===== config.mk =====
export PLATFORM = sky130hd
export DESIGN_NAME = cga_ram
export DESIGN_NICKNAME = d
export VERILOG_FILES = /design/src/hw/rtl/cga_ram.sv
export SDC_FILE = /design/constraint.sdc
export NUM_CORES = 1
export LEC_CHECK = 0
export BUFFER_PORTS_ARGS = -buffer_cell sky130_fd_sc_hd__buf_2
export CAP_MARGIN = 10
export CORE_UTILIZATION = 50
export DETAILED_ROUTE_END_ITERATION = 8
export PLACE_DENSITY = 0.63
export SETUP_SLACK_MARGIN = 0.5
export SLEW_MARGIN = 10
export SYNTH_ARGS = -nofsm -noshare
export SYNTH_HDL_FRONTEND = slang
export SYNTH_SLANG_ARGS = --single-unit

===== constraint.sdc =====
create_clock -name clk -period 2.2 [get_ports clk]
set_input_delay 0.44 -clock clk [delete_from_list [all_inputs] [get_ports clk]]
set_output_delay 0.44 -clock clk [all_outputs]
set_load 0.1 [all_outputs]

===== src/hw/rtl/cga_ram.sv =====
module cga_ram #(
  parameter int WIDTH = 8,
  parameter int DEPTH = 16
) (
  input  logic                     clk,
  input  logic                     wr_en,
  input  logic [$clog2(DEPTH)-1:0] wr_addr,
  input  logic [WIDTH-1:0]         wr_data,
  input  logic [$clog2(DEPTH)-1:0] rd_addr,
  output logic [WIDTH-1:0]         rd_data
);

  logic [WIDTH-1:0] mem [DEPTH];

  always_ff @(posedge clk) begin
    if (wr_en) begin
      mem[wr_addr] <= wr_data;
    end
    rd_data <= mem[rd_addr];
  end

endmodule


==> key figures, run 1 <==
Power
  – VDD IR max: 0.000463 V
  – PnR Total Power: 0.00590 W
  – PD cells: 963 nW/um^2
  – Leak: 2.10 nW

Status
  – Status: finished clean

Detailed routing
  – Routed vias: 2,410
  – Final WL: 9.39 mm
  – 1st-pass router iterations: 4
  – Vias per cell: 5.58
  – Remaining routing DRC violations: 0
  – Avg WL per Cell: 21.7 microns
  – Initial DRC Count: 115
  – ANT nets after route: 0

Finish
  – Share of cells above drive strength 1: 33.1%
  – Fillers: 694
  – Final nets: 304
  – Ant diodes: 0
  – Synthesis-to-finish area growth: 19.1%

Critical path
  – Family with the most delay on the worst path: buffers and inverters
  – Critical-path top delay cell: buf_2
  – Reg2reg setup slack: 830 ps
  – Worst Setup End Kind: output pin
  – Worst EP required: 1760 ps
  – Slowest stage delay, CP: 410 ps
  – WS Path Type: reg2out
  – Worst Path Arrival: 1220 ps
  – Buf/Inv on CP: 1
  – R2R Path Start: mem[1][4]
  – R2r worst-path depth: 3
  – R2R Path End: rd_data[4]
  – CP Cell Sequence: buf_2
  – CP max FO: 1
  – Worst setup SP type: flip-flop

Synth
  – #FFs+latches synth: 136
  – Synth Cell Area: 5150 sq um
  – Syn_nets: 247
  – Post-Synthesis Cells: 229
  – Post-synthesis cell type count: 19
  – Seq/Total Area, Yosys: 77.8%
  – Synth warnings: 0
  – Syn avg cell area: 22.5 sq um

Timing
  – Final hold violations: 0
  – Final setup fails: 0
  – RSZ-0062 raised after global routing: no
  – Slew HR: 67.8%
  – Final period utilization: 75.6%
  – Worst slew pin tran: 486 ps
  – Setup TNS: 0 ps
  – Fmax: 0.601 GHz
  – Min Tclk post-route: 1660 ps
  – Final setup skew: 6.56 ps
  – Fin. max-slew vios: 0

CTS
  – Hold-fix buffers, CTS: 0
  – CTS tree: built
  – Clk_lat worst skew: 510 ps
  – H-tree levels: 4
  – Root Buffer: clkbuf_8
  – Clock transition time at the flip-flop clock pins of the worst setup and hold paths: 60 ps
  – Max Root-Sink Buffers: 2
  – CTS Buf Count: 17
  – Clk sinks: 136

Floorplan
  – Die Span X: 103 microns
  – Chip height: 103 microns
  – I/O pins: 26
  – Core footprint: 9860 sq um
  – Initial Utilization: 52.2%
  – Die area: 10,700 sq um
  – Row Count: 36

Place
  – Routability congestion estimate: 0.713
  – IO buf count: 25
  – Post-detail-place hpwl: 6.07 mm

Hold path
  – Hold Crit Class: in2reg
  – Hold Path Stages: 1
  – Hold path start: wr_data[4]
  – Worst Hold Path EP: mem[8][4]

Global route
  – Vias in the first global route: 2,491
  – GRT Overall Usage: 19.8%
  – Largest net degree at the start of global routing: 17
  – Gr ovfl total: 0
  – Initial antenna violation count: 0
  – Global-route wire length before repair: 14.2 mm

Job
  – Max Cap Viol: 0
-- repair_timing --
action	CTS	global route
setup endpoints to repair	4	3
pin swaps	0	0
gates resized for setup	4	3
buffers inserted	0	0
-- layout by cell type, fill, tap and decap left out, types with 4 or more instances in the layout --
cell / Yosys / layout
buf_4: 1 / 25
clkinv_2: 0 / 4
mux4_2: 18 / 18
a22oi_1: 16 / 16
clkbuf_16: 0 / 16
mux4_1: 14 / 14
edfxtp_1: 128 / 128
clkbuf_8: 0 / 4
buf_2: 3 / 18
nor2_1: 13 / 13
dfxtp_1: 8 / 8
nand2_1: 9 / 9
-- kinds of logic after synthesis --
family | after synthesis | synth area share (%)
AOI/OAI and AO/OA | 16 | 2.33
buffers and inverters | 10 | 1.68
DFF | 136 | 77.8
muxes | 32 | 15.0
and+or+nand+nor | 35 | 3.18
-- area by class of cell --
type	count	area [sq um]	share of cell area, %
timing repair buffer	48	340	5.55
clock buffer	21	459	7.49
tap	133	166	2.71
multi-input combinational	83	1060	17.3
sequential	136	4000	65.3
clock inverter	11	98.8	1.61
-- per-stage QoR --
| step | area (sq um) | worst slack (ps) | cells | util, % | hold slack [ps] |
|---|---|---|---|---|---|
| after floorplan | 5150 | 494 | 229 | - | 539 |
| after global placement | 5560 | 258 | 400 | 56.3 | 654 |
| after detailed placement | 5560 | 269 | 400 | 56.3 | 662 |
| after CTS | 6120 | 512 | 432 | 62.1 | 296 |
| after global routing | 6130 | 503 | 432 | 62.2 | 309 |
| final | 6130 | 537 | 432 | 62.2 | 313 |
-- worst max path at each step --
stage          cells after the start        from    endpoint
4_1_cts                            1  rd_data[6]  rd_data[6]
2_1_floorplan                      2  wr_addr[2]   mem[3][0]
3_3_place_gp                       5  rd_addr[0]  rd_data[1]
3_5_place_dp                       5  rd_addr[0]  rd_data[1]
5_1_grt                            1  rd_data[4]  rd_data[4]
6_report                           1  rd_data[4]  rd_data[4]
-- state kept, by name, summed over array words and instances (netlist names) --
signal / flops
mem: 128
rd_data: 8
-- layer usage --
layer  vias to the layer above  share of wire [%]  track usage (%)
li1                       1085                  -                -
met1                      1240                 44             27.2
met4                         0                1.2             8.67
met2                        77                 49             30.0
met5                         -                  0                0
met3                         8                5.5             5.71
-- cell usage after synthesis --
cell type          n  share of area [%]
mux4_2            18                7.9
and2_1             1               0.12
nand3b_1           2               0.29
nor2b_1            1               0.12
nand2_1            9               0.66
nand2b_1           2               0.24
buf_2              3               0.29
buf_4              1               0.15
mux4_1            14                7.1
a22oi_1           16                2.3
edfxtp_1         128                 75
buf_6              3               0.66
and2b_1            1               0.15
nand3_1            1              0.097
dfxtp_1            8                3.1
nor3_1             4               0.39
clkdlybuf4s25_2    3               0.58
nor2_1            13               0.95
or3b_2             1               0.17
-- power breakdown --
part	switching [W]	leakage (nW)	internal, W
clock network	0.00100	0.270	0.00158
registers	0.0000167	1.22	0.00290
logic	0.000273	0.605	0.000129
No activity file was read; power rests on OpenSTA's default activity.
==> inputs of run 2 (changes only) <==
--- a/config.mk
+++ b/config.mk
@@ -9,7 +9,7 @@
 export CAP_MARGIN = 10
 export CORE_UTILIZATION = 50
 export DETAILED_ROUTE_END_ITERATION = 8
-export PLACE_DENSITY = 0.63
+export PLACE_DENSITY = 0.66
 export SETUP_SLACK_MARGIN = 0.5
 export SLEW_MARGIN = 10
 export SYNTH_ARGS = -nofsm -noshare
==> constraint.sdc (replaced) <==
create_clock -name clk -period 1.4 [get_ports clk]
set_input_delay 0.28 -clock clk [delete_from_list [all_inputs] [get_ports clk]]
set_output_delay 0.28 -clock clk [all_outputs]
set_load 0.1 [all_outputs]
==> key figures, run 2 (synthesized netlist as in run 1, its figures left out) <==
Detailed routing
  – Final WL: 9.78 mm
  – ANT nets after route: 0
  – 1st-pass router iterations: 4
  – Remaining routing DRC violations: 0
  – Initial DRC Count: 123
  – Vias per cell: 5.60
  – Avg WL per Cell: 22.2 microns
  – Routed vias: 2,463

CTS
  – Root Buffer: clkbuf_8
  – Hold-fix buffers, CTS: 0
  – CTS tree: built
  – Max Root-Sink Buffers: 2
  – Clk_lat worst skew: 510 ps
  – Clock transition time at the flip-flop clock pins of the worst setup and hold paths: 60 ps
  – CTS Buf Count: 17
  – H-tree levels: 4
  – Clk sinks: 136

Critical path
  – Critical-path top delay cell: dfxtp_4
  – Reg2reg setup slack: 140 ps
  – CP Cell Sequence: buf_12
  – Worst setup SP type: flip-flop
  – Critical path depth in cells: 1
  – R2r worst-path depth: 3
  – WS Path Type: reg2out
  – Family with the most delay on the worst path: flip-flops
  – CP max FO: 1
  – Worst Setup End Kind: output pin
  – Worst Path Arrival: 1050 ps
  – Buf/Inv on CP: 1
  – Slowest stage delay, CP: 360 ps
  – R2R Path Start: mem[2][0]
  – R2R Path End: rd_data[0]
  – Worst EP required: 1120 ps

Timing
  – Final setup skew: 9.90 ps
  – Final hold violations: 0
  – Final period utilization: 95.3%
  – Fin. max-slew vios: 0
  – Min Tclk post-route: 1330 ps
  – Final worst setup slack: 66.3 ps
  – RSZ-0062 raised after global routing: yes
  – Worst slew pin tran: 1000 ps
  – Fmax: 0.750 GHz
  – Slew HR: 33.2%
  – Final setup fails: 0

Power
  – Leak: 2.20 nW
  – PD cells: 1410 nW/um^2
  – VDD IR max: 0.000744 V

Floorplan
  – Die area: 10,700 sq um
  – Row Count: 36
  – Die Span X: 103 microns
  – Initial Utilization: 52.2%
  – I/O pins: 26
  – Core footprint: 9860 sq um
  – Chip height: 103 microns

Place
  – Placed cell count: 404
  – Routability congestion estimate: 0.724
  – Post-detail-place hpwl: 6.14 mm
  – IO buf count: 25
  – Setup slack at placement: -331 ps

Global route
  – Initial antenna violation count: 0
  – Gr ovfl total: 0
  – GRT Overall Usage: 21.1%
  – Vias in the first global route: 2,610
  – Global-route wire length before repair: 14.8 mm
  – Largest net degree at the start of global routing: 17

Finish
  – Commonest non-fill, non-tap cells in the layout: edfxtp_1, mux4_2, buf_12
  – Synthesis-to-finish area growth: 29.5%
  – Top reg by flops: mem
  – Footprint of the multi-input gates: 1210 sq um
  – Fin cells: 440
  – Largest register FFs: 128
  – Ant diodes: 0
  – Final nets: 312
  – Share of cells above drive strength 1: 49.8%
  – Commonest non-fill, non-tap cell in the layout: edfxtp_1
  – Largest regs: mem (128), rd_data (8)
  – Fillers: 612
  – Storage element area: 4030 sq um

Hold path
  – Hold path start: wr_data[5]
  – Worst Hold Path EP: mem[2][5]
  – Hold Crit Class: in2reg
  – Hold Path Stages: 1

Status
  – Status: finished clean

Job
  – Max Cap Viol: 0
## run 2: worst max path at each step
stage               startpoint          to  slack [ps]
global placement    rd_addr[0]  rd_data[4]        -310
floorplan           wr_addr[2]   mem[0][0]          20
global route        rd_data[7]  rd_data[7]          40
detailed placement  rd_addr[0]  rd_data[4]        -330
finish              rd_data[6]  rd_data[6]          70
CTS                 rd_data[7]  rd_data[7]          50
## run 2: timing repair
| action | CTS | global route |
|---|---|---|
| hold endpoints to repair | 0 | 0 |
| setup endpoints to repair | 63 | 64 |
| setup buffers | 2 | 2 |
| pin swaps | 8 | 6 |
| resized for setup | 47 | 5 |
## run 2: area by class of cell
| class | count | area share (%) |
|---|---|---|
| clock buffer | 19 | 6.33 |
| sequential | 136 | 60.5 |
| clock inverter | 13 | 1.67 |
| tap | 133 | 2.50 |
| multi-input combinational | 83 | 18.2 |
| timing repair buffer | 56 | 10.8 |
## run 2: routing by layer
| metal | vias to the layer above | share of wire (%) | routed length (microns) | global-route usage [%] |
|---|---|---|---|---|
| li1 | 1095 | - | - | - |
| met1 | 1284 | 39 | 3820 | 26.9 |
| met2 | 71 | 54 | 5270 | 33.9 |
| met3 | 13 | 5.6 | 549 | 6.18 |
| met4 | 0 | 1.4 | 136 | 9.32 |
| met5 | - | 0 | 0 | 0 |
## run 2: where the power goes
part / switching [W] / internal (W)
Sequential: 0.0000445 / 0.00456
Clock: 0.00150 / 0.00248
Combinational: 0.000480 / 0.000346
## run 2: stage by stage
stage | hold WS (ps) | setup TNS [ps] | util [%] | area, sq um | total power [W]
after global placement | 659 | -6050 | 59.3 | 5850 | 0.00536
final | 149 | 0 | 67.6 | 6660 | 0.00941
after floorplan | 379 | 0 | - | 5310 | 0.00514
after global routing | 142 | 0 | 67.6 | 6660 | 0.00969
after detailed placement | 664 | -6580 | 59.3 | 5850 | 0.00538
after CTS | 122 | 0 | 66.9 | 6600 | 0.00947
==> inputs of run 3 (changes only) <==
--- a/config.mk
+++ b/config.mk
@@ -9,6 +9,7 @@
 export CAP_MARGIN = 10
 export CORE_UTILIZATION = 50
 export DETAILED_ROUTE_END_ITERATION = 8
+export GPL_TIMING_DRIVEN = 0
 export PLACE_DENSITY = 0.66
 export SETUP_SLACK_MARGIN = 0.5
 export SLEW_MARGIN = 10
==> key figures, run 3 (synthesized netlist as in run 1, its figures left out) <==
CTS
  – CTS tree: built
  – CTS Buf Count: 17
  – Clk sinks: 136
  – Root Buffer: clkbuf_8
  – Max Root-Sink Buffers: 2
  – Clk_lat worst skew: 510 ps
  – Clock transition time at the flip-flop clock pins of the worst setup and hold paths: 60 ps
  – H-tree levels: 4
  – Hold-fix buffers, CTS: 0

Detailed routing
  – Vias per cell: 5.66
  – Routed wire length on met3: 784 microns
  – Highest metal used: met4
  – Final WL: 9.95 mm
  – 1st-pass router iterations: 4
  – Initial DRC Count: 148
  – ANT nets after route: 0
  – Avg WL per Cell: 23.0 microns
  – Met2 wire len: 5.13 mm
  – M1 WL: 3.96 mm
  – Routed vias: 2,445
  – Remaining routing DRC violations: 0

Critical path
  – CP Cell Sequence: mux4_2 > a22oi_2 > nand2_1
  – Worst setup SP type: flip-flop
  – Buf/Inv on CP: 0
  – Family with the most delay on the worst path: multiplexers
  – Worst EP required: 1780 ps
  – CP max FO: 1
  – WS Path Type: reg2reg
  – Worst Path Arrival: 1690 ps
  – Critical-path top delay cell: mux4_2
  – Slowest stage delay, CP: 500 ps
  – Worst Setup End Kind: flip-flop

Global route
  – Initial antenna violation count: 0
  – GRT Overall Usage: 21.0%
  – Vias in the first global route: 2,549
  – Largest net degree at the start of global routing: 17
  – Global-route wire length before repair: 14.9 mm
  – Gr ovfl total: 0

Timing
  – Final period utilization: 93.6%
  – Final hold violations: 0
  – Final setup fails: 0
  – Worst slew pin tran: 1100 ps
  – Slew HR: 26.7%
  – Setup TNS: 0 ps
  – Fmax: 0.763 GHz
  – Min Tclk post-route: 1310 ps
  – Final hold slack: 151 ps
  – Fin. max-slew vios: 0
  – Final setup skew: 12.0 ps
  – RSZ-0062 raised after global routing: yes

Power
  – Switching share of power: 21.7%
  – Sequential power share: 48.8%
  – PD cells: 1430 nW/um^2
  – VDD IR max: 0.000713 V
  – PnR Total Power: 0.00942 W
  – Sw power: 0.00204 W
  – Leak: 2.15 nW
  – Combinational power share: 8.7%
  – Clock power frac: 42.5%
  – Internal cell power: 0.00738 W

Floorplan
  – Chip height: 103 microns
  – Die Span X: 103 microns
  – Row Count: 36
  – I/O pins: 26
  – Initial Utilization: 52.2%
  – Core footprint: 9860 sq um
  – Die area: 10,700 sq um

Place
  – Routability congestion estimate: 0.726
  – IO buf count: 24
  – Placed cell count: 386
  – Post-detail-place hpwl: 6.05 mm

Finish
  – Largest regs: mem (128), rd_data (8)
  – Largest register FFs: 128
  – Commonest non-fill, non-tap cells in the layout: edfxtp_1, mux4_2, buf_12
  – Share of cells above drive strength 1: 49.5%
  – Final nets: 305
  – Fin util: 66.8%
  – Commonest non-fill, non-tap cell in the layout: edfxtp_1
  – Top reg by flops: mem
  – Ant diodes: 0
  – Fin cells: 432
  – Synthesis-to-finish area growth: 28.0%

Job
  – Max Cap Viol: 0

Hold path
  – Hold Crit Class: in2reg

Status
  – Status: finished clean
run 3: cell count changes in the layout (fill, tap and decap cells not counted), sizes merged:
cell / previous run / this run
buf: 56 / 46
clkinv: 10 / 7
clkinvlp: 1 / 2
clkbuf: 19 / 20
clkdlybuf4s25: 0 / 3
run 3: power by group through the flow:
stage / Sequential, W / Combinational [W] / Clock [W]
3_3_place_gp: 0.00466 / 0.000669 / 0
6_report: 0.00460 / 0.000823 / 0.00400
4_1_cts: 0.00460 / 0.000811 / 0.00405
5_1_grt: 0.00461 / 0.000864 / 0.00423
2_1_floorplan: 0.00486 / 0.000276 / 0
3_5_place_dp: 0.00466 / 0.000679 / 0
run 3: cell type report:
class | instances | area (sq um)
Sequential cell | 136 | 4030
Clock inverter | 11 | 108
Timing Repair Buffer | 39 | 504
Buffer | 10 | 120
Fill cell | 641 | 3270
Multi-Input combinational cell | 83 | 1230
Tap cell | 133 | 166
Clock buffer | 20 | 425
run 3: worst paths after layout:
check / cells after the start / endpoint / slack (ps) / from
min: 1 / mem[0][7] / 150 / wr_data[7]
min reg2reg: 3 / rd_data[1] / 680 / mem[10][1]
max: 3 / rd_data[0] / 90 / mem[0][0]
max reg2reg: 3 / rd_data[0] / 90 / mem[0][0]
run 3: per-layer routing:
layer / up-vias / GRT usage [%]
li1: 1078 / -
met1: 1270 / 27.3
met2: 91 / 34.3
met3: 6 / 6.52
met4: 0 / 6.50
met5: - / 0
run 3: stage by stage:
| stage | instance area (sq um) | setup WS (ps) |
|---|---|---|
| after floorplan | 5310 | 17.0 |
| after global placement | 5590 | -340 |
| after detailed placement | 5590 | -353 |
| after global routing | 6590 | 55.6 |
| final | 6590 | 89.6 |
| after CTS | 6470 | 76.8 |
run 3: worst reg2reg max path: cells and delay by family, from the launching register on:
family	cells	cell delay (ps)
and+or+nand+nor	1	110
AOI/OAI and AO/OA	1	190
muxes	1	500
DFF	1	380
run 3: repair_timing:
action	CTS	global route
endpoints found under the setup margin	120	98
pin swaps	16	13
resized for setup	52	6
setup buffers	10	5
